$ cat config.mk
export PLATFORM = sky130hd
export DESIGN_NAME = sga_sqrt
export DESIGN_NICKNAME = d
export VERILOG_FILES = /design/src/rtl/sga_pkg.sv /design/src/rtl/sga_sqrt.sv
export SDC_FILE = /design/constraint.sdc
export NUM_CORES = 2
export LEC_CHECK = 0
export CAP_MARGIN = 20
export CORE_ASPECT_RATIO = 0.7
export CORE_MARGIN = 1.5
export CORE_UTILIZATION = 65
export DETAILED_ROUTE_END_ITERATION = 12
export DONT_BUFFER_PORTS = 1
export PLACE_DENSITY = 0.8
export SLEW_MARGIN = 10
export SYNTH_ARGS = -nofsm -noshare
export SYNTH_HDL_FRONTEND = slang
export SYNTH_SLANG_ARGS = --single-unit
$ cat constraint.sdc
create_clock -name clk -period 7.8 [get_ports clk]
set_clock_uncertainty 0.15 [all_clocks]
set_input_delay 0.39 -clock clk [delete_from_list [all_inputs] [get_ports clk]]
set_output_delay 0.39 -clock clk [all_outputs]
set_load 0.02 [all_outputs]
$ cat src/rtl/sga_pkg.sv
// Shared constants, types and the quarter-wave sine table for the star-glow sprite unit.
// No dependencies; every other file of the block imports this package.
package sga_pkg;

	localparam int FRAC_BITS = 16;
	localparam int MAX_SIZE  = 1024;
	localparam int SIZE_W    = 11;
	localparam int PHASE_W   = 16;
	localparam int COORD_W   = 10;
	localparam int COLOR_W   = 8;
	localparam int ADDR_W    = 5;
	localparam int DATA_W    = 32;

	// half-pixel distance, squared radius and fixed-point root
	localparam int DIST_W = SIZE_W;
	localparam int RAD_W  = 24;
	localparam int ROOT_W = RAD_W / 2 + FRAC_BITS;

	// divider geometry and pulse terms
	localparam int QUO_W  = 24;
	localparam int K2_W   = 24;
	localparam int IQ_W   = FRAC_BITS + 1;
	localparam int CROSS_W = 26;

	localparam logic [IQ_W-1:0] ONE_FX = IQ_W'(1 << FRAC_BITS);

	// register indexes on the configuration port
	localparam logic [2:0] REG_SIZE  = 3'd0;
	localparam logic [2:0] REG_PHASE = 3'd1;
	localparam logic [2:0] REG_RED   = 3'd2;
	localparam logic [2:0] REG_GREEN = 3'd3;
	localparam logic [2:0] REG_BLUE  = 3'd4;

	localparam logic [SIZE_W-1:0]  SIZE_RST  = 11'd64;
	localparam logic [PHASE_W-1:0] PHASE_RST = 16'd0;
	localparam logic [COLOR_W-1:0] COLOR_RST = 8'd255;

	typedef struct packed {
		logic [IQ_W-1:0] iq;
		logic [K2_W-1:0] k2;
	} pulse_t;

	// sin(k*pi/32) scaled by 65536, k = 0..16
	function automatic logic [16:0] sine_quarter(input logic [4:0] idx);
		logic [16:0] v;
		case (idx)
			5'd0:    v = 17'd0;
			5'd1:    v = 17'd6424;
			5'd2:    v = 17'd12785;
			5'd3:    v = 17'd19024;
			5'd4:    v = 17'd25080;
			5'd5:    v = 17'd30893;
			5'd6:    v = 17'd36410;
			5'd7:    v = 17'd41576;
			5'd8:    v = 17'd46341;
			5'd9:    v = 17'd50660;
			5'd10:   v = 17'd54491;
			5'd11:   v = 17'd57798;
			5'd12:   v = 17'd60547;
			5'd13:   v = 17'd62714;
			5'd14:   v = 17'd64277;
			5'd15:   v = 17'd65220;
			5'd16:   v = 17'd65536;
			default: v = 17'd0;
		endcase
		return v;
	endfunction

endpackage

$ cat src/rtl/sga_sqrt.sv
// Pipelined digit-by-digit square root, one result bit per stage, with side payload.
// Depends on sga_pkg for the radicand and root widths.
module sga_sqrt #(
	parameter int PW = 1
) (
	input  logic                        clk,
	input  logic                        arst_n,
	input  logic                        en,
	input  logic                        in_valid,
	input  logic [sga_pkg::RAD_W-1:0]   in_rad,
	input  logic [PW-1:0]               in_pay,
	output logic                        out_valid,
	output logic [sga_pkg::ROOT_W-1:0]  out_root,
	output logic [PW-1:0]               out_pay
);
	import sga_pkg::*;

	localparam int STEPS = ROOT_W;
	localparam int PAIRS = RAD_W / 2;

	logic              valid_s [0:STEPS];
	logic [RAD_W-1:0]  rad_s   [0:STEPS];
	logic [ROOT_W:0]   rem_s   [0:STEPS];
	logic [ROOT_W-1:0] root_s  [0:STEPS];
	logic [PW-1:0]     pay_s   [0:STEPS];

	assign valid_s[0] = in_valid;
	assign rad_s[0] = in_rad;
	assign rem_s[0] = '0;
	assign root_s[0] = '0;
	assign pay_s[0] = in_pay;

	for (genvar g = 0; g < STEPS; g++) begin : g_step
		logic [1:0]        pair;
		logic [ROOT_W+2:0] rem_n;
		logic [ROOT_W+1:0] trial;
		logic [ROOT_W+2:0] rem_sub;
		logic              ge;

		always_comb begin
			pair = (g < PAIRS) ? rad_s[g][RAD_W-1 -: 2] : 2'b00;
			rem_n = {rem_s[g], pair};
			trial = {root_s[g], 2'b01};
			ge = rem_n >= {1'b0, trial};
			rem_sub = rem_n - {1'b0, trial};
		end

		always_ff @(posedge clk or negedge arst_n) begin
			if (!arst_n) begin
				valid_s[g+1] <= 1'b0;
			end else if (en) begin
				valid_s[g+1] <= valid_s[g];
			end
		end

		always_ff @(posedge clk) begin
			if (en) begin
				rad_s[g+1] <= rad_s[g] << 2;
				rem_s[g+1] <= ge ? rem_sub[ROOT_W:0] : rem_n[ROOT_W:0];
				root_s[g+1] <= {root_s[g][ROOT_W-2:0], ge};
				pay_s[g+1] <= pay_s[g];
			end
		end
	end

	assign out_valid = valid_s[STEPS];
	assign out_root = root_s[STEPS];
	assign out_pay = pay_s[STEPS];

endmodule

==> impl_metrics.tcl <==
set metrics [dict create \
    fp.dieH_um 275 \
    p_switching_mw 5.95 \
    max-vdd-ir-drop_mv 0.236 \
    path_cells "ha_1 > a21o_1 > a21oi_1 > o21ai_0 > a41oi_1 > o21bai_1 > a311oi_1 > o211a_1 > buf_4 > inv_1 > mux2_2" \
    fill_cells 6943 \
    setup_viol 0 \
    nets 6270 \
    cap_viol_max_count 0 \
    p_leak_nw 29.0 \
    post-route-period-util_pct 60.9 \
    grt_pass1_wl_um 222000 \
    fin_area_um2 74800 \
    synthesis.area_um2 68600 \
    worst-r2r-setup-slack_ns 3.05 \
    grt_pass1_vias 42800 \
    yosys.area.top_type "edfxtp_1" \
    hp-class "in -> reg" \
    place_hpwl_um 94000 \
    core_um2 104000 \
    tightestPinTransition_ns 1.37 \
    hold_start "en" \
    drv_slew 0 \
    crit_arrival_ns 5.11 \
    grt.met1_usage_pct 38.9 \
    fin_util_pct 71.6 \
    final_cells 7336 \
    die_area_um2 107000 \
    ff2ff_path_depth 11 \
    switching_share_pct 29.0 \
    final_hold_viol_count 0 \
    cts_tree "yes" \
    hold_path_end "g_step[6].rem_n[19]$_DFFE_PP_" \
    drtIter0Drc 4168 \
    met2_usage_pct 38.6 \
    grt-busiest-layer "met1" \
    numCtsBuffers 131 \
    place_area_um2 70200 \
    reg2reg_from "g_step[24].rem_n[2]$_SDFFCE_PP0P_" \
    gp_congestion 0.911 \
    post_synth.cell_area_avg_um2 11.9 \
    final_common_cell "edfxtp_1" \
    crit_required_ns 8.16 \
    seqCellArea_um2 39600 \
    start_util_pct 65.7 \
    ys_seq_area_share_pct 57.7 \
    crit_buf_inv 2 \
    min_path_cells 1 \
    rsz0062_at_grt "false" \
    grt-ovfl-total 0 \
    yosysTopAreaCellShare_pct 56.7 \
    gr-usage-met3_pct 3.70 \
    gr-usage-all-layers_pct 25.6 \
    die_w_um 391 \
    drc_errors 0 \
    grt_max_degree 283 \
    synth_seq_cells 1322 \
    rows 99 \
    num_vias 44200 \
    end_kind "register" \
    routed_wl_um 137000 \
    crit_slowest_cell "a311oi_1" \
    power.density_nw_per_um2 275 \
    min_period_ns 4.75 \
    relSlewSlack_pct 8.37 \
    syn_inst 5741 \
    fmax_mhz 210 \
    critPathMaxStageDelay_ns 0.72 \
    p_clk_share_pct 30.1 \
    regToRegEndpoint "g_step[25].rem_n[8]$_DFFE_PP_" \
    clockRootBuffer "clkbuf_16" \
    post_cts_resize_count 0 \
    ys.flop_type "edfxtp_1" \
    clk_latency_ns 0.77 \
    multi_input_area_um2 26800 \
    synth_area_leaders "edfxtp_1 57%, ha_1 7.4%, xor2_1 3.7%" \
    wl_per_cell_um 18.6 \
    synth.net_count 6190 \
    synth_edf_count 1294 \
    antenna_found_initial 2 \
    cts_max_path_buffers 3 \
    place.port_buffers 0 \
    drtAntennaViolNets 0 \
    p_int_mw 14.6 \
    viasPerCell 6.03 \
    mostFrequentLayoutCells "1,294 x edfxtp_1, 493 x inv_1, 425 x nand2_1" \
    syn2layout_area_growth_pct 9.03 \
    finalSetupTns_ns 0 \
    combPwrFrac_pct 22.0 \
    seqPwrFrac_pct 47.9 \
    synth_warnings 0 \
    clkSinkCount 1322 \
    clkTransAtPathRegs_ns 0.07 \
    placed_cells 7066 \
    layout-drive-gt1-share_pct 6.64 \
    cp_max_fo 44 \
    synth_cell_types 96 \
    critPathTopFamily "compound AO/OA/AOI/OAI gates" \
    status "finished, final reports clean" \
    ys_async_sr_fraction_pct 2.12 \
    crit_type "reg -> reg" \
    ioPinCount 59 \
    startpoint_type "register" \
    drt_first_pass_iters 6 \
    htree_levels 4 \
]
metrics by stage:
step / hold slack (ns) / total power, mW / setup WS, ns
3_5_place_dp: -0.0552 / 14.4 / 2.97
5_1_grt: 0.0806 / 21.5 / 2.79
4_1_cts: 0.0403 / 20.6 / 3.16
6_report: 0.0404 / 20.6 / 3.05
3_3_place_gp: -0.0551 / 14.1 / 3.05
2_1_floorplan: -0.0556 / 13.1 / 4.25
routing by layer:
| metal | up-vias | routed length (um) |
|---|---|---|
| met5 | - | 13 |
| met4 | 2 | 2750 |
| met3 | 200 | 8200 |
| met2 | 1373 | 60800 |
| met1 | 21400 | 64800 |
| li1 | 21300 | - |
logic make-up after synthesis:
family	synth area share (%)
other cells	0.00547
simple gates	11.0
flops	57.7
xor+xnor	7.20
fa+ha+maj	7.83
mux	2.03
compound gates	10.9
buf+inv	3.35
state kept, by name, summed over array words and instances (netlist names):
| register | flops |
|---|---|
| g_step.rem_n | 728 |
| g_step.trial | 378 |
| rad_s | 110 |
| out_root | 28 |
| pay_s | 27 |
| valid_s | 27 |
| g_step.pair | 22 |
| out_pay | 1 |
| out_valid | 1 |
synth_stat cells, types with 15 or more instances:
master	count
or4_1	40
o211ai_1	20
fa_1	15
nand2b_1	58
o21ai_0	334
a21o_1	134
a21boi_0	17
nand4_1	43
and2_1	23
nor4_1	81
ha_1	405
dfrtp_1	28
xnor2_1	275
edfxtp_1	1294
o21bai_1	51
nor3_1	142
xor2_1	289
nand2_1	425
mux2_2	119
and3_1	26
or3_1	62
nand3_1	96
a211oi_1	42
inv_1	493
o21a_1	73
clkbuf_1	86
o31ai_1	38
nand3b_1	19
a31oi_1	27
nor2b_1	47
a21oi_1	324
nor2_1	345
or2_2	28
final cells by class:
type | count | share of cell area (%)
antenna | 1 | 0.00335
multi-input combinational | 3814 | 35.8
tap | 1414 | 2.37
sequential | 1322 | 52.9
timing repair buffer | 56 | 0.914
clock buffer | 161 | 4.72
inverter | 496 | 2.49
clock inverter | 72 | 0.798
power by group through the flow:
stage	sequential, mW	combinational [mW]	clock [mW]
finish	9.85	4.52	6.18
CTS	9.84	4.47	6.28
global route	9.95	5.04	6.54
global placement	9.94	4.21	0
floorplan	9.69	3.41	0
detailed placement	9.98	4.38	0
how the worst max path moves through the flow:
stage                                            from  cells after the start                        endpoint
CTS                 g_step[24].rem_n[2]$_SDFFCE_PP0P_                     11   g_step[25].rem_n[8]$_DFFE_PP_
finish              g_step[24].rem_n[2]$_SDFFCE_PP0P_                     11   g_step[25].rem_n[8]$_DFFE_PP_
detailed placement                                 en                      4  g_step[27].rem_n[30]$_DFFE_PP_
global placement                                   en                      4  g_step[27].rem_n[30]$_DFFE_PP_
global route        g_step[24].rem_n[2]$_SDFFCE_PP0P_                     11   g_step[25].rem_n[8]$_DFFE_PP_
floorplan           g_step[19].rem_n[2]$_SDFFCE_PP0P_                     11  g_step[20].rem_n[24]$_DFFE_PP_
timing repair:
item,CTS,global route
hold endpoints to repair,138,50
hold buffers,33,1
buffers inserted,0,0
(Power assumes the default switching activity.)
