--- src/rtl/sga_pkg.sv ---
// Shared constants, types and the quarter-wave sine table for the star-glow sprite unit.
// No dependencies; every other file of the block imports this package.
package sga_pkg;

	localparam int FRAC_BITS = 16;
	localparam int MAX_SIZE  = 1024;
	localparam int SIZE_W    = 11;
	localparam int PHASE_W   = 16;
	localparam int COORD_W   = 10;
	localparam int COLOR_W   = 8;
	localparam int ADDR_W    = 5;
	localparam int DATA_W    = 32;

	// half-pixel distance, squared radius and fixed-point root
	localparam int DIST_W = SIZE_W;
	localparam int RAD_W  = 24;
	localparam int ROOT_W = RAD_W / 2 + FRAC_BITS;

	// divider geometry and pulse terms
	localparam int QUO_W  = 24;
	localparam int K2_W   = 24;
	localparam int IQ_W   = FRAC_BITS + 1;
	localparam int CROSS_W = 26;

	localparam logic [IQ_W-1:0] ONE_FX = IQ_W'(1 << FRAC_BITS);

	// register indexes on the configuration port
	localparam logic [2:0] REG_SIZE  = 3'd0;
	localparam logic [2:0] REG_PHASE = 3'd1;
	localparam logic [2:0] REG_RED   = 3'd2;
	localparam logic [2:0] REG_GREEN = 3'd3;
	localparam logic [2:0] REG_BLUE  = 3'd4;

	localparam logic [SIZE_W-1:0]  SIZE_RST  = 11'd64;
	localparam logic [PHASE_W-1:0] PHASE_RST = 16'd0;
	localparam logic [COLOR_W-1:0] COLOR_RST = 8'd255;

	typedef struct packed {
		logic [IQ_W-1:0] iq;
		logic [K2_W-1:0] k2;
	} pulse_t;

	// sin(k*pi/32) scaled by 65536, k = 0..16
	function automatic logic [16:0] sine_quarter(input logic [4:0] idx);
		logic [16:0] v;
		case (idx)
			5'd0:    v = 17'd0;
			5'd1:    v = 17'd6424;
			5'd2:    v = 17'd12785;
			5'd3:    v = 17'd19024;
			5'd4:    v = 17'd25080;
			5'd5:    v = 17'd30893;
			5'd6:    v = 17'd36410;
			5'd7:    v = 17'd41576;
			5'd8:    v = 17'd46341;
			5'd9:    v = 17'd50660;
			5'd10:   v = 17'd54491;
			5'd11:   v = 17'd57798;
			5'd12:   v = 17'd60547;
			5'd13:   v = 17'd62714;
			5'd14:   v = 17'd64277;
			5'd15:   v = 17'd65220;
			5'd16:   v = 17'd65536;
			default: v = 17'd0;
		endcase
		return v;
	endfunction

endpackage

--- src/rtl/sga_div.sv ---
// Pipelined restoring divider, one quotient bit per stage, with side payload.
// Depends on sga_pkg only through the import convention; widths are parameters.
module sga_div #(
	parameter int NUM_W = 24,
	parameter int DEN_W = 11,
	parameter int Q_W   = 24,
	parameter int PW    = 1
) (
	input  logic             clk,
	input  logic             arst_n,
	input  logic             en,
	input  logic             in_valid,
	input  logic [NUM_W-1:0] in_num,
	input  logic [DEN_W-1:0] in_den,
	input  logic [PW-1:0]    in_pay,
	output logic             out_valid,
	output logic [Q_W-1:0]   out_quo,
	output logic [PW-1:0]    out_pay
);
	import sga_pkg::*;

	localparam int CW = (NUM_W > DEN_W + Q_W) ? NUM_W : DEN_W + Q_W;

	logic             valid_s [0:Q_W];
	logic [NUM_W-1:0] rem_s   [0:Q_W];
	logic [DEN_W-1:0] den_s   [0:Q_W];
	logic [Q_W-1:0]   quo_s   [0:Q_W];
	logic [PW-1:0]    pay_s   [0:Q_W];

	assign valid_s[0] = in_valid;
	assign rem_s[0] = in_num;
	assign den_s[0] = in_den;
	assign quo_s[0] = '0;
	assign pay_s[0] = in_pay;

	for (genvar g = 0; g < Q_W; g++) begin : g_step
		localparam int B = Q_W - 1 - g;
		logic [CW-1:0]  shifted;
		logic [CW-1:0]  diff;
		logic           ge;
		logic [Q_W-1:0] quo_n;

		always_comb begin
			shifted = CW'(den_s[g]) << B;
			ge = CW'(rem_s[g]) >= shifted;
			diff = CW'(rem_s[g]) - shifted;
			quo_n = quo_s[g];
			quo_n[B] = ge;
		end

		always_ff @(posedge clk or negedge arst_n) begin
			if (!arst_n) begin
				valid_s[g+1] <= 1'b0;
			end else if (en) begin
				valid_s[g+1] <= valid_s[g];
			end
		end

		always_ff @(posedge clk) begin
			if (en) begin
				rem_s[g+1] <= ge ? diff[NUM_W-1:0] : rem_s[g];
				den_s[g+1] <= den_s[g];
				quo_s[g+1] <= quo_n;
				pay_s[g+1] <= pay_s[g];
			end
		end
	end

	assign out_valid = valid_s[Q_W];
	assign out_quo = quo_s[Q_W];
	assign out_pay = pay_s[Q_W];

endmodule

--- config.mk ---
export PLATFORM = sky130hd
export DESIGN_NAME = sga_div
export DESIGN_NICKNAME = d
export VERILOG_FILES = /design/src/rtl/sga_pkg.sv /design/src/rtl/sga_div.sv
export SDC_FILE = /design/constraint.sdc
export NUM_CORES = 1
export LEC_CHECK = 0
export ABC_AREA = 1
export ABC_CLOCK_PERIOD_IN_PS = 5420
export BUFFER_PORTS_ARGS = -buffer_cell sky130_fd_sc_hd__buf_4
export CAP_MARGIN = 20
export CORE_ASPECT_RATIO = 1.25
export CORE_MARGIN = 10
export CORE_UTILIZATION = 50
export CTS_CLUSTER_DIAMETER = 150
export CTS_CLUSTER_SIZE = 14
export DETAILED_ROUTE_END_ITERATION = 6
export PLACE_DENSITY = 0.66
export RECOVER_POWER = 100
export SYNTH_ARGS = -nofsm -noshare
export SYNTH_HDL_FRONTEND = slang
export SYNTH_SLANG_ARGS = --single-unit
--- constraint.sdc ---
create_clock -name clk -period 5.42 [get_ports clk]
set_clock_uncertainty 0.1 [all_clocks]
set_input_delay 1.355 -clock clk [delete_from_list [all_inputs] [get_ports clk]]
set_output_delay 1.355 -clock clk [all_outputs]
set_load 0.02 [all_outputs]
==> impl_metrics.json, run 1 <==
{
  "status": "finished with violations",
  "failed_checks": "max-capacitance violations, max-slew violations",
  "cts-root-buf": "clkbuf_16",
  "netlist_area_um2": 53520,
  "core_area_um2": 106500,
  "start_util_pct": 50.27,
  "drc": 0,
  "clock_path_buffers": 3,
  "hpwl_um": 81190,
  "placement.io_buffers": 65,
  "clk_latency_ps": 710,
  "viasPerCell": 5.137,
  "antenna_found_initial": 0,
  "end_kind": "flip-flop",
  "ctsResizeCount": 0,
  "async_reset_ff_share_pct": 2.082,
  "cellPowerDensity_nw_per_um2": 412.3,
  "critical_path.startpoint_type": "input pin",
  "synth_most_common_cell": "nand2_1",
  "synth_nets": 5180,
  "drt_iter0_markers": 2378,
  "drive_gt1_share_pct": 4.273,
  "slew_headroom_pct": -80.59,
  "cts_hold_buffers": 0,
  "vias": 33420,
  "cp.arrival_ps": 4250,
  "postSynthCellCount": 4910,
  "period_share_pct": 74.36,
  "place_ws_ps": 2263,
  "final_util_pct": 54.40,
  "numCtsBuffers": 92,
  "p_leak_uw": 0.02393,
  "grtUsageTotal_pct": 18.00,
  "rsz0062_at_grt": "false",
  "worst_pin_slew_ps": 2709,
  "antennaDiodeCount": 0,
  "ioPinCount": 66,
  "die_h_um": 385.8,
  "layout_min_cycle_time_ps": 4030,
  "yosys.cell_types.count": 54,
  "first_pass_iters": 7,
  "ys_seq_elements": 1153,
  "synth.top_cell.area_share_pct": 63.34,
  "area.growth.synth_to_final_pct": 8.220,
  "routed_wl_um": 108600,
  "synthFlopType": "edfxtp_1",
  "hold_path.class": "flip-flop to flip-flop",
  "fmax_mhz": 248.1,
  "yosys.area.top_type": "edfxtp_1",
  "antenna_left": 0,
  "cts_tree": "built",
  "required_ps": 5640,
  "drv_cap": 3,
  "path_clk_slew_ps": 60,
  "layout.nets": 5334,
  "holdWs_ps": 267.1,
  "report.final.slew_viol_count": 143,
  "yosys_warnings": 0,
  "ff2ff_setup_slack_ps": 1480,
  "ys_top_cells_by_area": "edfxtp_1 63%, nand2_1 9.2%, ha_1 4.9%, inv_1 4.8%, nor2_1 3.1%",
  "grt_max_degree": 127,
  "routedWlPerCell_um": 16.69,
  "dieArea_um2": 120600,
  "grt_pass1_vias": 33120,
  "overflow": 0,
  "power_uw": 23880,
  "h-tree-depth": 3,
  "path_max_fanout": 96,
  "cts_sinks": 1153,
  "hold_viol": 0,
  "postCtsSetupRepairBufs": 0,
  "row_count": 134,
  "setup_violations": 0,
  "timing.final.ws_setup_ps": 1390,
  "grt_pass1_wl_um": 173900,
  "peakVddDrop_uv": 244.4,
  "chipWidth_um": 312.6,
  "gp_congestion": 0.8929,
  "setup_tns_ps": 0,
  "synth-seq-area-share_pct": 64.47,
  "crit_type": "input pin to flip-flop",
  "synthTopCellsByCount": "1,305 x nand2_1, 1,129 x edfxtp_1, 680 x inv_1",
  "fillers": 9184,
  "synth_enable_flop_cells": 1129,
  "syn-mean-instance-area_um2": 10.90
}
==> where the power goes <==
part	internal [uW]	total (uW)	switching (uW)
Clock	3110	6110	3000
Combinational	2050	5820	3770
Sequential	11200	12000	735
Total	16400	23900	7500
==> layer usage <==
layer	part of all wire [%]	routed length (um)	track usage (%)
met5	0	0	0
met4	3.2	3433	6.833
met3	3.8	4159	2.379
met2	51	55010	32.05
met1	42	45990	22.15
==> cells in the final DEF, fill, tap and decap left out, types with 7 or more instances in the layout <==
master,n
nor2_2,16
dfrtp_1,24
nand3_1,278
buf_12,13
nand2_2,17
edfxtp_1,1129
fa_1,21
nand4_1,77
nor3_1,41
clkbuf_16,92
xor2_1,84
nor4_1,28
or2_2,14
and2_1,7
inv_1,684
nor2_1,447
a21oi_1,178
o21ai_0,150
nand2_1,1311
buf_4,14
xnor2_1,53
clkbuf_4,17
o21bai_1,8
nand3b_1,44
ha_1,209
clkbuf_1,58
==> final timing paths <==
kind	from	end	cells after the start
hold / removal	g_step[15].quo_n[11]	g_step[16].quo_n[11]	0
hold reg to reg	g_step[15].quo_n[11]	g_step[16].quo_n[11]	0
min in group asynchronous	arst_n	valid_s[4]	1
max in group asynchronous	arst_n	valid_s[16]	1
setup / recovery	en	rem_s[438]	3
setup reg to reg	den_s[34]	rem_s[70]	10
==> final cells by class <==
type	count	area, um^2	share of cell area (%)
timing repair buffer	96	689.4	1.190
inverter	694	2610	4.506
tap	1428	1787	3.085
multi-input combinational	3027	15800	27.28
clock inverter	9	200.2	0.3456
sequential	1153	34500	59.57
clock buffer	99	2328	4.020
==> stage by stage <==
step / std cells / area [um^2]
2_1_floorplan: 4910 / 53520
3_3_place_gp: 6398 / 55890
3_5_place_dp: 6398 / 55890
4_1_cts: 6506 / 58420
5_1_grt: 6506 / 57920
6_report: 6506 / 57920
==> logic make-up (layout without fill, tap and decap cells) <==
family,Yosys count,in the layout,synth area share [%]
flip-flops,1153,1153,64.47
XOR/XNOR,137,137,2.242
AO/OA/AOI/OAI,370,370,3.932
buffers and inverters,730,898,5.473
adder cells (fa/ha/maj),230,230,5.671
AND/OR/NAND/NOR,2290,2290,18.22
==> sequential cells by signal (all words and copies together) (netlist names) <==
signal / cells
rem_s: 552
g_step.quo_n: 276
den_s: 253
out_quo: 24
pay_s: 23
valid_s: 23
out_pay: 1
out_valid: 1
==> worst max-delay path, stage by stage <==
cell and delay (ps):
clkbuf_2 1840, buf_12 300, clkbuf_1 640
(Power assumes the default switching activity.)
==> run 2: changes to the inputs <==
--- a/config.mk
+++ b/config.mk
@@ -6,7 +6,7 @@
 export NUM_CORES = 1
 export LEC_CHECK = 0
 export ABC_AREA = 1
-export ABC_CLOCK_PERIOD_IN_PS = 5420
+export ABC_CLOCK_PERIOD_IN_PS = 4000
 export BUFFER_PORTS_ARGS = -buffer_cell sky130_fd_sc_hd__buf_4
 export CAP_MARGIN = 20
 export CORE_ASPECT_RATIO = 1.25
==> constraint.sdc (replaced) <==
create_clock -name clk -period 4 [get_ports clk]
set_clock_uncertainty 0.1 [all_clocks]
set_input_delay 1 -clock clk [delete_from_list [all_inputs] [get_ports clk]]
set_output_delay 1 -clock clk [all_outputs]
set_load 0.02 [all_outputs]
==> run 2 against run 1 <==
The run still ends with max-capacitance violations, max-slew violations left. First-iteration DRC count fell by 4.3%. Utilization barely moved. Non-clock buffer count rose by 6. Clock power rose by 35%. Sequential share of layout area barely moved. Die area did not move. Critical endpoint is now rem_s[46]. Critical path depth did not move. Largest cell class unchanged. Highest routed layer unchanged. Sequential power rose by 35%. Critical path type unchanged.
==> impl_metrics.json, run 2 (same netlist as run 1, synthesis figures left out) <==
{
  "status": "finished with violations",
  "failed_checks": "max-capacitance violations, max-slew violations",
  "placement.io_buffers": 65,
  "die_h_um": 385.8,
  "clock_path_buffers": 3,
  "grtUsageTotal_pct": 18.41,
  "multi_input_area_um2": 15860,
  "h-tree-depth": 3,
  "ioPinCount": 66,
  "largest_reg_flops": 552,
  "drt_iter0_markers": 2275,
  "rsz0062_at_grt": "false",
  "hold_end": "g_step[22].quo_n[5]",
  "chipWidth_um": 312.6,
  "seq_area_um2": 34500,
  "dieArea_um2": 120600,
  "cts_sinks": 1153,
  "vias": 33440,
  "required_ps": 4240,
  "antenna_left": 0,
  "postCtsSetupRepairBufs": 0,
  "area.growth.synth_to_final_pct": 8.166,
  "report.final.slew_viol_count": 78,
  "hpwl_um": 83470,
  "fmax_mhz": 294.2,
  "r2r_start": "den_s[102]",
  "layout_min_cycle_time_ps": 3400,
  "hold_path.class": "flip-flop to flip-flop",
  "setup_violations": 0,
  "drc": 0,
  "ff2ff_setup_slack_ps": 690,
  "start_util_pct": 50.27,
  "core_area_um2": 106500,
  "crit_chain": "clkbuf_2 > buf_12 > clkbuf_2",
  "cts-root-buf": "clkbuf_16",
  "cp_top_family": "buffers and inverters",
  "max_stage_delay_ps": 1230,
  "final_util_pct": 54.38,
  "routed_wl_um": 111200,
  "grt_pass1_vias": 33070,
  "min_from": "g_step[21].quo_n[5]",
  "drv_cap": 2,
  "peakVddDrop_uv": 402.2,
  "reg2reg_depth": 8,
  "slowest_stage": "clkbuf_2",
  "hold_viol": 0,
  "crit_buf_inv": 3,
  "period_share_pct": 84.99,
  "overflow": 0,
  "whs_path_depth": 0,
  "antenna_found_initial": 0,
  "slew_headroom_pct": -18.22,
  "path_max_fanout": 57,
  "fillers": 9252,
  "numCtsBuffers": 92,
  "end_kind": "flip-flop",
  "setup_tns_ps": 0,
  "worst_pin_slew_ps": 1773,
  "gp_congestion": 0.9228,
  "cts_tree": "built",
  "clk_latency_ps": 720,
  "crit_type": "input pin to flip-flop",
  "cp.arrival_ps": 3640,
  "reg2reg_to": "rem_s[207]",
  "routedWlPerCell_um": 17.07,
  "layout.cells.most_common": "nand2_1",
  "grt_pass1_wl_um": 176800,
  "regMostFlops": "rem_s",
  "p_leak_uw": 0.02392,
  "first_pass_iters": 5,
  "path_clk_slew_ps": 70,
  "critical_path.startpoint_type": "input pin",
  "cts_hold_buffers": 0,
  "grt_max_degree": 119,
  "cellPowerDensity_nw_per_um2": 559.2,
  "crit_path_frequent_cell": "clkbuf_2",
  "layout.nets": 5340,
  "ctsResizeCount": 0,
  "row_count": 134,
  "layout_common_cells": "1,311 x nand2_1, 1,129 x edfxtp_1, 684 x inv_1, 444 x nor2_1, 277 x nand3_1",
  "drive_gt1_share_pct": 4.445,
  "viasPerCell": 5.133
}
[run 2: area by class of cell]
type	count	area share, %
flip-flops and latches	1153	59.60
repair buffers	102	1.035
diodes	2	0.008645
clock inverters	8	0.3220
multi-input cells	3027	27.40
inverters	694	4.521
clock buffers	100	4.029
well taps	1428	3.086
[run 2: routing by layer]
metal	wire, um	vias up	track usage [%]
li1	-	16760	-
met1	46590	15890	22.56
met2	57390	631	33.46
met3	4443	158	2.395
met4	2771	0	5.844
met5	0	-	0
[run 2: worst reg2reg max path, stage by stage (launching register included)]
cell and delay, ps:
edfxtp_1 410, inv_1 90, ha_1 280, a21oi_1 290
o21ai_2 150, nand3_1 130, nand2_1 90, nor2_1 1140
o21ai_0 270
[run 2: how the worst max path moves through the flow]
stage                     startpoint          to  slack [ps]  depth (start not counted)
after global placement    rem_s[183]  rem_s[167]        1120                          9
final                             en   rem_s[46]         600                          3
after floorplan            rem_s[74]   rem_s[58]        1820                         11
after detailed placement  rem_s[174]  rem_s[167]        1140                          8
after CTS                 rem_s[174]  rem_s[158]        1110                          9
after global routing              en   rem_s[66]         430                          3
[run 2: where the power goes]
part	internal (uW)	switching (uW)
logic	2780	5150
registers	15200	986
clock network	4150	4100
total	22100	10200
[run 2: stage by stage]
stage | setup slack, ps | cell area (um^2) | hold WS [ps] | power, uW | std cells
2_1_floorplan | 1824 | 53520 | 300.3 | 22120 | 4910
3_3_place_gp | 1121 | 55980 | 300.5 | 24460 | 6404
3_5_place_dp | 1137 | 55980 | 304.5 | 24560 | 6404
4_1_cts | 1106 | 58500 | 42.96 | 32880 | 6512
5_1_grt | 434.6 | 57890 | 309.7 | 34400 | 6512
6_report | 600.4 | 57890 | 291.3 | 32380 | 6514
