**src/rtl/sga_pkg.sv**
```systemverilog
// Shared constants, types and the quarter-wave sine table for the star-glow sprite unit.
// No dependencies; every other file of the block imports this package.
package sga_pkg;

	localparam int FRAC_BITS = 16;
	localparam int MAX_SIZE  = 1024;
	localparam int SIZE_W    = 11;
	localparam int PHASE_W   = 16;
	localparam int COORD_W   = 10;
	localparam int COLOR_W   = 8;
	localparam int ADDR_W    = 5;
	localparam int DATA_W    = 32;

	// half-pixel distance, squared radius and fixed-point root
	localparam int DIST_W = SIZE_W;
	localparam int RAD_W  = 24;
	localparam int ROOT_W = RAD_W / 2 + FRAC_BITS;

	// divider geometry and pulse terms
	localparam int QUO_W  = 24;
	localparam int K2_W   = 24;
	localparam int IQ_W   = FRAC_BITS + 1;
	localparam int CROSS_W = 26;

	localparam logic [IQ_W-1:0] ONE_FX = IQ_W'(1 << FRAC_BITS);

	// register indexes on the configuration port
	localparam logic [2:0] REG_SIZE  = 3'd0;
	localparam logic [2:0] REG_PHASE = 3'd1;
	localparam logic [2:0] REG_RED   = 3'd2;
	localparam logic [2:0] REG_GREEN = 3'd3;
	localparam logic [2:0] REG_BLUE  = 3'd4;

	localparam logic [SIZE_W-1:0]  SIZE_RST  = 11'd64;
	localparam logic [PHASE_W-1:0] PHASE_RST = 16'd0;
	localparam logic [COLOR_W-1:0] COLOR_RST = 8'd255;

	typedef struct packed {
		logic [IQ_W-1:0] iq;
		logic [K2_W-1:0] k2;
	} pulse_t;

	// sin(k*pi/32) scaled by 65536, k = 0..16
	function automatic logic [16:0] sine_quarter(input logic [4:0] idx);
		logic [16:0] v;
		case (idx)
			5'd0:    v = 17'd0;
			5'd1:    v = 17'd6424;
			5'd2:    v = 17'd12785;
			5'd3:    v = 17'd19024;
			5'd4:    v = 17'd25080;
			5'd5:    v = 17'd30893;
			5'd6:    v = 17'd36410;
			5'd7:    v = 17'd41576;
			5'd8:    v = 17'd46341;
			5'd9:    v = 17'd50660;
			5'd10:   v = 17'd54491;
			5'd11:   v = 17'd57798;
			5'd12:   v = 17'd60547;
			5'd13:   v = 17'd62714;
			5'd14:   v = 17'd64277;
			5'd15:   v = 17'd65220;
			5'd16:   v = 17'd65536;
			default: v = 17'd0;
		endcase
		return v;
	endfunction

endpackage

```
**src/rtl/sga_pulse.sv**
```systemverilog
// Pulse intensity and cross-term numerator derived from the configuration registers.
// Depends on sga_pkg (sine table, pulse_t); three free-running register steps.
module sga_pulse (
	input  logic                         clk,
	input  logic [sga_pkg::PHASE_W-1:0]  phase,
	input  logic [sga_pkg::SIZE_W-1:0]   size,
	output sga_pkg::pulse_t              pulse
);
	import sga_pkg::*;

	logic [1:0]  quad;
	logic [14:0] w;
	logic [4:0]  idx;
	logic [9:0]  fr;
	logic [16:0] base;
	logic [16:0] diff;
	logic [22:0] interp;
	logic [16:0] mag;
	logic [IQ_W-1:0] iq_next;
	logic [12:0] size3;
	logic [29:0] kprod;

	logic [16:0] base_q;
	logic [22:0] interp_q;
	logic        neg_q;
	logic [IQ_W-1:0] iq_q;
	logic [K2_W-1:0] k2_q;

	always_comb begin
		quad = phase[15:14];
		// mirror the odd quadrants
		w = quad[0] ? 15'(15'h4000 - {1'b0, phase[13:0]}) : {1'b0, phase[13:0]};
		idx = w[14:10];
		fr = w[9:0];
		if (idx >= 5'd16) begin
			base = sine_quarter(5'd16);
			diff = 17'd0;
		end else begin
			base = sine_quarter(idx);
			diff = sine_quarter(5'(idx + 5'd1)) - base;
		end
		interp = 23'(diff[12:0]) * 23'(fr);
	end

	always_comb begin
		mag = base_q + 17'(interp_q[22:10]);
		iq_next = neg_q ? IQ_W'(17'd49152 - (mag >> 2)) : IQ_W'(17'd49152 + (mag >> 2));
		size3 = 13'({size, 1'b0}) + 13'(size);
		kprod = 30'(size3) * 30'(iq_q);
	end

	always_ff @(posedge clk) begin
		base_q <= base;
		interp_q <= interp;
		neg_q <= quad[1];
		iq_q <= iq_next;
		k2_q <= K2_W'({kprod[29:6], 1'b0});
	end

	assign pulse.iq = iq_q;
	assign pulse.k2 = k2_q;

endmodule

```
**config.mk**
```make
export PLATFORM = sky130hd
export DESIGN_NAME = sga_pulse
export DESIGN_NICKNAME = d
export VERILOG_FILES = /design/src/rtl/sga_pkg.sv /design/src/rtl/sga_pulse.sv
export SDC_FILE = /design/constraint.sdc
export NUM_CORES = 1
export LEC_CHECK = 0
export BUFFER_PORTS_ARGS = -buffer_cell sky130_fd_sc_hd__buf_4
export CORE_MARGIN = 2
export CORE_UTILIZATION = 25
export CTS_BUF_LIST = sky130_fd_sc_hd__clkbuf_4 sky130_fd_sc_hd__clkbuf_8
export CTS_CLUSTER_DIAMETER = 40
export DETAILED_ROUTE_END_ITERATION = 12
export REMOVE_ABC_BUFFERS = 1
export SYNTH_ARGS = -nofsm -noshare
export SYNTH_HDL_FRONTEND = slang
export SYNTH_SLANG_ARGS = --single-unit
```
**constraint.sdc**
```tcl
create_clock -name clk -period 27.5 [get_ports clk]
set_input_delay 5.5 -clock clk [delete_from_list [all_inputs] [get_ports clk]]
set_output_delay 5.5 -clock clk [all_outputs]
set_load 0.02 [all_outputs]
```
==> results.txt, run 1 <==
status: finished clean
Synth Area in Compound Gates: 0.09681
largest net degree at the start of global routing: 30
CTS Root Cell: clkbuf_8
register area share after synthesis: 0.09432
synthesized flop and latch total: 71
TritonCTS buffer count: 9
Crit path largest cell delay: 0.85 ns
Post-DRT Antenna Nets: 0
vias in the first global route: 12449
layout cells sized above 1: 0.06889
Sink Count: 71
# DRC: 0
starting density of the core: 0.2539
Routed WL per cell: 14.43 µm
pins over their slew limit: 0
top_reg_cell synth: dfxtp_1
CP Data Arrival Time: 16.72 ns
family with the most delay on the worst path: adder cells
gr ovfl total: 0
CP Depth: 43
first-pass GRT wire length: 62.56 mm
I/O pin count: 69
CTS tree: done
Total GRT Usage: 0.1207
Clock transition at path regs: 0.09 ns
final setup vio count: 0
R2R cell count: 17
post-cts repair resize count: 0
worst endpoint required time: 27.79 ns
# diodes: 0
Cell variety after synth: 74
Crit path buffers/inverters: 9
Netlist Area Pre-Place: 15070 µm²
drt pass-1 iters: 5
Placement Setup Slack: 10.97 ns
critical path class: in2reg
Die Y: 249.5 µm
Via Count: 11862
clk buf depth: 2
synth warn: 0
most frequent cells in the layout: inv_1, fa_1, nand2_1
die width: 249.5 µm
adder-cell share of the synthesized area: 0.4733
HPWL Detailed: 30.82 mm
Synth Area in Simple Gates: 0.1914
Post-synth EDFFs: 0
Max-Cap Viols: 0
cell count after synthesis: 1767
antenna violations before repair: 0
Setup crit start kind: primary input
most frequent standard cell in the layout excluding fill and tap cells: inv_1
cell repeated most along the worst path: inv_1
asr flop ratio synth: 0
worst slew pin tran: 1.070 ns
clk_lat worst skew: 0.37 ns
final hold violation count: 0
flop2flop setup slack: 21.28 ns
Port Buf Inserts: 67
gpl congestion: 0.8790
final clock skew: 0.01479 ns
period utilization: 0.5974
num rows: 89
Fin Setup TNS: 0 ns
H-Tree Depth: 3
Via density: 4.610
Routed WL: 37.12 mm
Final Util: 0.2803
mux contribution to synthesized area: 0.002076
DIE AREA: 62260 µm²
hold depth: 1
Layout Nets: 2243
DRT iter0 DRCs: 719
postcts setup bufs: 0
critical-path maximum fanout: 19
hold-fix buffer count after cts: 0
Final min period: 16.43 ns
Crit. End Element: flop
Layout area overhead: 10.39%
path type of the worst min-delay path: reg2reg
slowest CP cell: xor2_1
setup ws final: 11.07 ns
post-synthesis xor/xnor area fraction: 0.05380
hold_ws: 0.5448 ns
Core Region: 59350 µm²
unrepaired setup endpoints after global routing: no
Achievable Freq: 60.87 MHz
Max-slew headroom: 0.2682
FILL cells: 6358
largest family of logic cells by synthesized area: adder cells
syn_area_per_cell: 8.528 µm²
==> layout make-up <==
cell class	instances	area, µm²	share of cell area
tap	773	967.2	0.05814
clock buffer	9	123.9	0.007446
sequential	71	1421	0.08545
inverter	286	1074	0.06454
timing repair buffer	83	623.1	0.03746
multi-input combinational	1344	12320	0.7408
clock inverter	7	102.6	0.006168
==> routing by layer <==
metal  share of wire  track usage  up-vias
met5               0            0        -
met4           0.011      0.02117        0
met3           0.038      0.01210       33
met2            0.48       0.2105      267
met1            0.47       0.1630     5906
li1                -            -     5656
==> state kept, by name, indices dropped and copies added (netlist names) <==
| register | cells |
|---|---|
| iq_q | 17 |
| k2_q | 23 |
| interp_q | 13 |
| neg_q | 1 |
| base_q | 17 |
==> path summary, 6_finish.rpt <==
kind | start | to
worst min register to register | base_q[16] | iq_q[15]
worst max register to register | iq_q[6] | k2_q[23]
worst max-delay path | phase[0] | interp_q[22]
worst min-delay path | base_q[16] | iq_q[15]
==> cell usage after synthesis (4+ instances only) <==
cell type  instances  area share
ha_1             170        0.14
a21o_1            23       0.011
nand2b_1          11      0.0046
and2_1            97       0.040
nor2_1           144       0.036
nand3_1           22      0.0073
a211oi_1           5      0.0025
nor2b_1           17      0.0071
or4_1              6      0.0030
a22o_1             4      0.0023
a21boi_0           5      0.0025
or2_2             10      0.0042
a2111oi_0          4      0.0023
and3_1            12      0.0050
xnor2_1           57       0.033
nand4_1            7      0.0029
a31oi_1           14      0.0058
or3_1             10      0.0042
nor3_1            38       0.013
fa_1             250        0.33
o21a_1            16      0.0080
o22ai_1            4      0.0017
nand2_1          229       0.057
xor2_1            28       0.016
clkbuf_1          61       0.015
inv_1            285       0.071
dfxtp_1           71       0.094
o31ai_1            8      0.0040
a21oi_1           51       0.017
o211ai_1           8      0.0040
o21ai_0           35       0.012
==> cells by family (layout without fill, tap and decap cells) <==
kind of cell | count (synthesis) | in the layout
AND/OR/NAND/NOR | 617 | 617
adder cells (fa/ha/maj) | 420 | 420
buffers and inverters | 352 | 385
AO/OA/AOI/OAI | 215 | 215
XOR/XNOR | 88 | 88
flip-flops | 71 | 71
multiplexers | 3 | 3
other | 1 | 1
==> metrics by stage <==
stage | instance area [µm²] | std cells
floorplan | 14820 | 1701
global placement | 16410 | 2557
detailed placement | 16410 | 2557
CTS | 16630 | 2573
global route | 16630 | 2573
finish | 16630 | 2573
==> worst reg2reg max path, cell delays in order, from the launching register on <==
cell and delay [ns]:
dfxtp_1 0.73, nand2_1 0.19, fa_1 0.58, inv_1 0.07
fa_1 0.53, inv_1 0.06, fa_1 0.51, inv_1 0.05
fa_1 0.47, fa_1 0.51, ha_1 0.35, and3_1 0.18
a221o_1 0.45, o2111ai_1 0.37, o211ai_1 0.34, a31oi_1 0.40
o21ai_0 0.17, xor2_1 0.17
Power of run 1 is not shown: default switching activity piles up to over one toggle a cycle in this logic, so the estimate is an artifact.
==> inputs of run 2 (changes only) <==
- clock period: 27.5 -> 13.21 ns (I/O delays scaled with it)
==> run 2 against run 1 <==
Net effect:
- first-iteration DRC count grew 1.1%
- utilization is essentially flat
- global-route usage is essentially flat
- wire length grew 0.13%
- critical endpoint is now interp_q[19]
==> results.txt, run 2 (synthesized netlist as in run 1, its figures left out) <==
vias in the first global route: 12314 (-1.1%)
Crit. End Element: flop
clk buf depth: 2 (unchanged)
TritonCTS buffer count: 9 (unchanged)
CTS tree: done
worst endpoint required time: 13.48 ns (-14.31 ns)
antenna violations before repair: 0 (unchanged)
final setup vio count: 0 (unchanged)
post-cts repair resize count: 0 (unchanged)
Routed WL: 37.17 mm (+0.13%)
Via density: 4.602 (-0.17%)
slowest CP cell: or4_1
critical-path maximum fanout: 14 (-5)
most frequent standard cell in the layout excluding fill and tap cells: inv_1
Core Region: 59350 µm² (unchanged)
path type of the worst min-delay path: reg2reg
Clock transition at path regs: 0.09 ns (about the same)
multi-input logic area: 12350 µm² (+0.23%)
Sink Count: 71 (unchanged)
period utilization: 0.9515
num rows: 89 (unchanged)
Max-slew headroom: 0.2232 (-0.04500)
HPWL Detailed: 30.78 mm (-0.14%)
starting density of the core: 0.2539 (unchanged)
FILL cells: 6257 (-1.6%)
Port Buf Inserts: 67 (unchanged)
final hold violation count: 0 (unchanged)
CTS Root Cell: clkbuf_8
Layout Nets: 2245 (+0.089%)
Largest register FFs: 23 (unchanged)
Achievable Freq: 79.56 MHz
I/O pin count: 69 (unchanged)
drt pass-1 iters: 7 (+2)
die width: 249.5 µm (unchanged)
first-pass GRT wire length: 62.45 mm (-0.18%)
postcts setup bufs: 0 (unchanged)
most frequent cells in the layout: inv_1, fa_1, nand2_1
# diodes: 0 (unchanged)
gr ovfl total: 0 (unchanged)
DRT iter0 DRCs: 727 (+1.1%)
CP Data Arrival Time: 12.84 ns (-3.88 ns)
Layout area overhead: 10.50%
Crit path largest cell delay: 0.65 ns (-0.20 ns)
pins over their slew limit: 0 (unchanged)
Via Count: 11851 (-0.093%)
H-Tree Depth: 3 (unchanged)
clk_lat worst skew: 0.38 ns (about the same)
Largest Register: k2_q
Final min period: 12.57 ns
post-route insts no fill: 2575 (+0.078%)
final clock skew: 0.01663 ns (+0.001833 ns)
Fin Setup TNS: 0 ns (unchanged)
critical path class: in2reg
Routed WL per cell: 14.43 µm (about the same)
largest net degree at the start of global routing: 29 (-3.3%)
Total GRT Usage: 0.1209 (+0.0001848)
Setup crit start kind: primary input
gpl congestion: 0.9072 (+3.2%)
unrepaired setup endpoints after global routing: yes
Max-Cap Viols: 0 (unchanged)
Die Y: 249.5 µm (unchanged)
layout cells sized above 1: 0.07270 (+0.003808)
hold-fix buffer count after cts: 0 (unchanged)
worst slew pin tran: 1.157 ns (+0.08685 ns)
DIE AREA: 62260 µm² (unchanged)
status: finished clean
cell repeated most along the worst path: fa_1
# DRC: 0 (unchanged)
top flop regs: k2_q (23), base_q (17), iq_q (17)
Sequential Area: 1421 µm² (unchanged)
Cells after DPL: 2559 (+0.078%)
Post-DRT Antenna Nets: 0 (unchanged)
[run 2: final timing paths]
| check | depth (start not counted) | startpoint | to | slack (ns) |
|---|---|---|---|---|
| worst max-delay path | 40 | phase[4] | interp_q[19] | 0.64 |
| worst min-delay path | 1 | base_q[15] | iq_q[13] | 0.55 |
| worst max register to register | 17 | iq_q[6] | k2_q[23] | 6.98 |
| worst min register to register | 1 | base_q[15] | iq_q[13] | 0.55 |
[run 2: worst max-delay path, delay by kind of cell]
| kind | cells | cell delay [ns] |
|---|---|---|
| AND/OR/NAND/NOR | 12 | 3.44 |
| adder cells (fa/ha/maj) | 8 | 3.34 |
| AO/OA/AOI/OAI | 12 | 2.42 |
| XOR/XNOR | 3 | 0.64 |
| buffers and inverters | 5 | 0.34 |
[run 2: routing by layer]
| metal | track usage | vias up | wire [µm] |
|---|---|---|---|
| met5 | 0 | - | 0 |
| met4 | 0.02289 | 0 | 466 |
| met3 | 0.01252 | 35 | 1938 |
| met2 | 0.2045 | 347 | 17670 |
| met1 | 0.1676 | 5818 | 17100 |
| li1 | - | 5651 | - |
[run 2: metrics by stage]
stage	utilization	hold slack, ns	setup slack [ns]	cell area [µm²]
6_report	0.2806	0.5459	0.6408	16650
5_1_grt	0.2806	0.5776	-0.1172	16650
4_1_cts	0.2801	0.5555	0.4555	16620
3_5_place_dp	0.2767	0.5237	0.08509	16420
3_3_place_gp	0.2767	0.5133	0.3470	16420
2_1_floorplan	-	0.4682	0.7420	14820
[run 2: area by class of cell]
| class | count | area share |
|---|---|---|
| clock buffer | 10 | 0.007889 |
| multi-input combinational | 1344 | 0.7418 |
| clock inverter | 6 | 0.004133 |
| timing repair buffer | 85 | 0.03832 |
| inverter | 286 | 0.06447 |
| tap | 773 | 0.05808 |
| sequential | 71 | 0.08536 |
Power of run 2 is left out for the same reason.
==> inputs of run 3 (changes only) <==
==> constraint.sdc (replaced) <==
create_clock -name clk -period 13.21 [get_ports clk]
set_input_delay 0.6605 -clock clk [delete_from_list [all_inputs] [get_ports clk]]
set_output_delay 0.6605 -clock clk [all_outputs]
set_load 0.02 [all_outputs]
==> run 3 against run 2 <==
Net effect:
- critical path depth is 3 higher
- final cell count is 0.12% lower
- highest routed layer unchanged
- flip-flop and latch count stayed put
- largest cell class unchanged
- first-iteration DRC count is 18% lower
- utilization is 0.11 points lower
- die area stayed put
- design area is 0.38% lower
- fmax is 8.3% higher
- worst hold slack worse by 0.11 ns
- setup slack better by 0.96 ns
==> results.txt, run 3 (synthesized netlist as in run 1, its figures left out) <==
postcts setup bufs: 0 (unchanged)
layout cells sized above 1: 0.06837 (-0.004326)
vias in the first global route: 12380 (+0.54%)
top flop regs: k2_q (23), base_q (17), iq_q (17)
gr ovfl total: 0 (unchanged)
antenna violations before repair: 0 (unchanged)
Port Buf Inserts: 67 (unchanged)
Sink Count: 71 (unchanged)
slowest CP cell: xor2_1
Core Region: 59350 µm² (unchanged)
CP Data Arrival Time: 11.89 ns (-0.95 ns)
I/O pin count: 69 (unchanged)
critical path class: in2reg
Crit. End Element: flop
period utilization: 0.8788 (-0.07265)
die width: 249.5 µm (unchanged)
final setup vio count: 0 (unchanged)
Setup crit start kind: primary input
FILL cells: 6315 (+0.93%)
CTS tree: done
Largest Register: k2_q
Via Count: 11829 (-0.19%)
worst hold start: phase[15]
hold depth: 1 (unchanged)
Layout area overhead: 10.09%
Post-DRT Antenna Nets: 0 (unchanged)
Via density: 4.599 (about the same)
clk buf depth: 2 (unchanged)
# DRC: 0 (unchanged)
largest net degree at the start of global routing: 30 (+3.4%)
DRT iter0 DRCs: 595 (-18%)
Final min period: 11.61 ns (-0.9596 ns)
most frequent standard cell in the layout excluding fill and tap cells: inv_1
Achievable Freq: 86.14 MHz (+8.3%)
Routed WL per cell: 14.47 µm (+0.25%)
Routed WL: 37.22 mm (+0.13%)
R2R Path End: k2_q[23]
final clock skew: 0.01708 ns (+0.0004491 ns)
Clock transition at path regs: 0.09 ns (about the same)
clk_lat worst skew: 0.37 ns (about the same)
TritonCTS buffer count: 9 (unchanged)
gpl congestion: 0.8792 (-3.1%)
path type of the worst min-delay path: in2reg
worst slew pin tran: 1.079 ns (-0.07802 ns)
Crit path largest cell delay: 0.85 ns (+0.20 ns)
Fin Setup TNS: 0 ns (unchanged)
# diodes: 0 (unchanged)
DIE AREA: 62260 µm² (unchanged)
starting density of the core: 0.2539 (unchanged)
CTS Root Cell: clkbuf_8
most frequent cells in the layout: inv_1, fa_1, nand2_1
Layout Nets: 2242 (-0.13%)
status: finished clean
critical-path maximum fanout: 19 (+5)
flop2flop setup slack: 6.97 ns (about the same)
first-pass GRT wire length: 62.41 mm (about the same)
Max-slew headroom: 0.2783 (+0.05512)
R2R cell count: 17 (unchanged)
post-cts repair resize count: 0 (unchanged)
num rows: 89 (unchanged)
drt pass-1 iters: 5 (-2)
Hold EP: neg_q
pins over their slew limit: 0 (unchanged)
worst reg2reg path startpoint: iq_q[6]
unrepaired setup endpoints after global routing: no
worst endpoint required time: 13.49 ns (about the same)
Total GRT Usage: 0.1204 (-0.0004988)
H-Tree Depth: 3 (unchanged)
HPWL Detailed: 30.64 mm (-0.44%)
Largest register FFs: 23 (unchanged)
Die Y: 249.5 µm (unchanged)
Max-Cap Viols: 0 (unchanged)
cell repeated most along the worst path: inv_1
final hold violation count: 0 (unchanged)
hold-fix buffer count after cts: 0 (unchanged)
==> run 3: cell count changes in the layout (fill, tap and decap cells not counted), sizes merged <==
cell / delta
clkbuf: -1
clkinv: -2
inv: +2
bufinv: -1
buf: -3
clkinvlp: +2
==> run 3: worst max-delay path, delay by kind of cell <==
family	cells	cell delay, ns
adders and majority gates	9	3.57
AOI/OAI and AO/OA	14	3.22
and+or+nand+nor	8	1.90
xor gates and xnor gates	3	1.56
buffers and inverters	9	0.95
==> run 3: cell type report <==
cell class                      count  area, µm²  share of cell area
Inverter                          286       1074             0.06471
Sequential cell                    71       1421             0.08568
Clock inverter                      7      65.06            0.003922
Timing Repair Buffer               82      615.6             0.03711
Multi-Input combinational cell   1344      12320              0.7428
Clock buffer                        9      123.9            0.007467
Tap cell                          773      967.2             0.05830
==> run 3: worst max-delay path by stage <==
stage                   from           end  slack [ns]  depth (start not counted)
finish              phase[0]  interp_q[22]        1.60                         43
global route        phase[0]  interp_q[22]        0.89                         43
CTS                 phase[0]  interp_q[22]        1.80                         42
detailed placement  phase[0]  interp_q[22]        1.46                         42
global placement    phase[0]  interp_q[22]        1.67                         42
floorplan           phase[0]  interp_q[19]        2.72                         36
==> run 3: per-layer routing <==
metal | up-vias | part of all wire | track usage
met5 | - | 0 | 0
met4 | 0 | 0.0075 | 0.01738
met3 | 24 | 0.036 | 0.01252
met2 | 238 | 0.48 | 0.2102
met1 | 5920 | 0.47 | 0.1635
li1 | 5647 | - | -
==> run 3: through the flow <==
stage | hold WS (ns) | cells | cell area, µm² | util | worst slack (ns)
after global routing | 0.4119 | 2572 | 16590 | 0.2795 | 0.8895
final | 0.4311 | 2572 | 16590 | 0.2795 | 1.600
after detailed placement | 0.5242 | 2556 | 16400 | 0.2763 | 1.464
after floorplan | 0.4682 | 1701 | 14820 | - | 2.724
after CTS | 0.4323 | 2572 | 16590 | 0.2795 | 1.800
after global placement | 0.5133 | 2556 | 16400 | 0.2763 | 1.667
Power of run 3 is left out for the same reason.
